<file path="config.mk">
export PLATFORM = sky130hd
export DESIGN_NAME = bpa_step
export DESIGN_NICKNAME = d
export VERILOG_FILES = /design/src/design/bpa_pkg.sv /design/src/design/bpa_step.sv
export SDC_FILE = /design/constraint.sdc
export NUM_CORES = 1
export LEC_CHECK = 0
export BUFFER_PORTS_ARGS = -buffer_cell sky130_fd_sc_hd__buf_2
export CAP_MARGIN = 30
export CORE_MARGIN = 2
export CORE_UTILIZATION = 50
export DETAILED_ROUTE_END_ITERATION = 10
export MAX_ROUTING_LAYER = met4
export PLACE_DENSITY_LB_ADDON = 0.3
export SYNTH_ARGS = -nofsm -noshare
export SYNTH_HDL_FRONTEND = slang
export SYNTH_SLANG_ARGS = --single-unit
</file>
<file path="constraint.sdc">
create_clock -name vclk -period 7.8
set_input_delay 1.17 -clock vclk [all_inputs]
set_output_delay 1.17 -clock vclk [all_outputs]
set_load 0.02 [all_outputs]
</file>
<file path="src/design/bpa_pkg.sv">
// bpa_pkg: shared types and constants of the buddy page allocator
// no dependencies; imported by bpa_step and buddy_page_allocator
package bpa_pkg;

    // page mark bits as kept in the metadata memory
    localparam logic [1:0] MARK_HEAD = 2'b01;
    localparam logic [1:0] MARK_FREE = 2'b10;

    typedef enum logic [1:0] {
        ST_OK      = 2'd0,
        ST_NOMEM   = 2'd1,
        ST_BADFREE = 2'd2
    } t_status;

    typedef enum logic {
        ACT_ALLOC = 1'b0,
        ACT_FREE  = 1'b1
    } t_action;

    typedef enum logic {
        STEP_ADD = 1'b0,
        STEP_XOR = 1'b1
    } t_step_op;

    typedef struct packed {
        logic in_pool;   // computed page index lies inside the pool
        logic aligned;   // page is a multiple of the block size
        logic fits;      // page plus block size does not pass the pool end
    } t_step_flags;

    typedef enum logic [3:0] {
        S_CLEAR,
        S_IDLE,
        S_A_SEARCH,
        S_A_SPLIT,
        S_A_SPLIT_CHK,
        S_A_FIN,
        S_F_CHK,
        S_F_MERGE,
        S_F_MCHK,
        S_F_MJOIN,
        S_UL_RD,
        S_UL_WR,
        S_PUSH1,
        S_PUSH2,
        S_DONE
    } t_state;

endpackage

</file>
<file path="src/design/bpa_step.sv">
// bpa_step: shared block arithmetic unit (size shift, buddy add or xor, bound checks)
// depends on bpa_pkg
module bpa_step #(
    parameter int NUM_PAGES = 1024,
    parameter int MAX_ORDER = 10
) (
    input  logic [$clog2(NUM_PAGES)-1:0]   i_page,
    input  logic [$clog2(MAX_ORDER+2)-1:0] i_order,
    input  bpa_pkg::t_step_op              i_op,
    output logic [$clog2(NUM_PAGES)-1:0]   o_addr,
    output bpa_pkg::t_step_flags           o_flags
);
    import bpa_pkg::*;

    localparam int PW = $clog2(NUM_PAGES);
    localparam int CW = ((PW > MAX_ORDER) ? PW : MAX_ORDER) + 2;

    logic [CW-1:0] w_pow;
    logic [CW-1:0] w_page;
    logic [CW-1:0] w_sum;
    logic [CW-1:0] w_res;

    assign w_page = CW'(i_page);
    assign w_pow  = CW'(1) << i_order;
    assign w_sum  = w_page + w_pow;
    assign w_res  = (i_op == STEP_XOR) ? (w_page ^ w_pow) : w_sum;

    assign o_addr          = w_res[PW-1:0];
    assign o_flags.in_pool = w_res < CW'(NUM_PAGES);
    assign o_flags.aligned = (w_page & (w_pow - CW'(1))) == '0;
    assign o_flags.fits    = w_sum <= CW'(NUM_PAGES);

endmodule

</file>
==> summary.txt <==
Multi-input gate area: 958 sq um
1st-iter DRT viols: 20
Pin count of the biggest net entering global routing: 19
Post-DP Area: 1160 sq um
Slew of the pin with the lowest slew margin: 354 ps
Synth Instances: 150
Detailed Route WL: 2490 um
Resize count post-CTS: 0
Worst Setup Slack post-DPL: 2690 ps
Post-synthesis sequential area ratio: 0%
Row count: 16
Filler cells: 185
Peak supply drop: 0.0000355 V
Post-Place Cells: 193
Initial antenna violation count: 0
PortBufs: 28
Netlist cell types: 45
CP max stage cell: fa_1
Number of synthesis warnings: 0
Mean area per synthesized cell: 7.02 sq um
Final Hold Vio Count: 0
Mapped cell area: 1050 sq um
CP startpoint kind: input port
Final core occ: 58.5%
Post-CTS setup buffers: 0
Part of the cycle the worst path needs: 66.2%
Maximum fanout along the worst path: 18
Setup TNS Final: 0 ps
GPL Wtd Cong: 0.829
Die H: 49.9 um
Aggregate global routing overflow: 0
Share of cells above drive strength 1: 21.7%
First-pass GRT wire length: 4350 um
# IOs: 28
Number of sequential cells: 0
Synthesized Nets: 176
Post-DP HPWL: 2020 um
Post-route minimum period: 5160 ps
Full die area: 2490 sq um
Status: completed
Vias in the first global route: 1,006
Post-route DRC: 0
Critical path capture point type: output port
ANT nets after route: 0
Nets: 194
Drt via density: 5.65
Max cap viols: 0
Cts hold-fix bufs: 0
Register Area: 0 sq um
Final setup margin: 2640 ps
Post-layout instance area: 1160 sq um
# setup viols final: 0
CP Data Required Time: 6630 ps
Routed WL per cell: 12.9 um
Number of clock buffers in the layout: 0
Max Fclk: 0.194 GHz
Slew Limit Fails: 0
First-pass iteration count of the detailed router: 4
# diodes: 0
Arr. time, crit path: 3990 ps
Worst hold path type: input port to output port
Non-Filler Instances: 193
Effective utilization at floorplan: 53.2%
Max_slew headroom: 76.3%
Power Dens Cells: 53.8 nW/um^2
Die width: 49.9 um
Overall routing resource usage: 21.7%
Via count: 1,091
Crit path kind: input port to output port
CORE AREA: 1980 sq um
Lkg Pwr: 0.531 nW
Crit path largest cell delay: 450 ps
CP cell instances: buf_2 > nor2_2 > nand2_1 > inv_1 > ha_1 > fa_1 > a21oi_1 > o21ai_1 > a21oi_1 > o21ai_1 > a31oi_1 > mux2i_1 > o31ai_1 > buf_2
RSZ-0062 raised after global routing: false
Area grow syn2layout: 9.98%
[area by class of cell]
class / instances / area share, %
multi-input cells: 131 / 82.7
repair buffers: 28 / 12.1
well taps: 27 / 2.92
inverters: 7 / 2.27
[worst max-delay path, delay by kind of cell]
| family | cells | cell delay, ps |
|---|---|---|
| buffers and inverters | 3 | 510 |
| and+or+nand+nor | 2 | 240 |
| adders and majority gates | 2 | 650 |
| AOI/OAI and AO/OA | 6 | 1270 |
| muxes | 1 | 130 |
[per-layer routing]
metal / wire, um / part of all wire (%) / global-route usage, % / vias to the layer above
met1: 1150 / 46 / 28.1 / 496
met2: 1250 / 50 / 39.3 / 26
met5: 0 / 0 / - / -
met3: 89 / 3.6 / 0.303 / 0
met4: 0 / 0 / 1.85 / 0
li1: - / - / - / 569
[layout by cell type, fill, tap and decap left out, types with 2 or more instances in the layout]
master,n
a31oi_1,3
nand2_1,13
xnor2_1,9
nor2_1,10
nor3_1,5
buf_2,28
nand3_1,6
or3_1,2
a21o_1,4
nand2b_1,5
and2_1,3
xor2_1,5
a21oi_1,12
o21ai_1,4
and4bb_1,2
o21ai_0,8
ha_1,10
nand3b_1,2
inv_1,7
mux2i_1,3
a211oi_1,3
nor2b_1,2
[synth_stat cells (2+ instances only)]
cell      number  share of area [%]
ha_1          10                 12
nor2_1        10                3.6
buf_6          2                2.1
clkbuf_1       5                1.8
nand3_1        6                2.9
a21o_1         4                2.9
a211oi_1       3                2.1
or3_1          2                1.2
xor2_1         5                4.2
xnor2_1        9                7.5
nand2_1       13                4.6
nand3b_1       2                1.4
o21ai_0        8                3.8
a31oi_1        3                1.8
o21ai_1        4                1.9
and4bb_1       2                2.4
buf_2          4                1.9
nor2b_1        2                1.2
nor3_1         5                2.4
a21oi_1       12                5.7
and2_1         3                1.8
nand2b_1       5                3.0
inv_1          7                2.5
mux2i_1        3                2.9
[stage by stage]
step | total power [mW] | hold slack, ps
2_1_floorplan | 0.0468 | 2530
3_3_place_gp | 0.0607 | 2750
3_5_place_dp | 0.0620 | 2750
4_1_cts | 0.0623 | 2750
5_1_grt | 0.0687 | 2780
6_report | 0.0623 | 2750
[report_power, final]
group          internal (mW)  total, mW  switching [mW]
clock                      0          0               0
sequential                 0          0               0
combinational         0.0247     0.0623          0.0376
total                 0.0247     0.0623          0.0376
[cell families after synthesis]
kind of cell               synth area share [%]
AOI/OAI and AO/OA                          28.6
xor gates and xnor gates                   14.3
adders and majority gates                  13.8
buffers and inverters                      9.03
muxes                                      3.92
and+or+nand+nor                            30.4
[final timing paths]
check,startpoint,end,slack (ps),depth (start not counted)
worst max-delay path,i_order[0],o_flags[2],2640,14
worst min-delay path,i_page[2],o_flags[1],2750,5
Note: power is estimated with default switching activity, not from simulation.
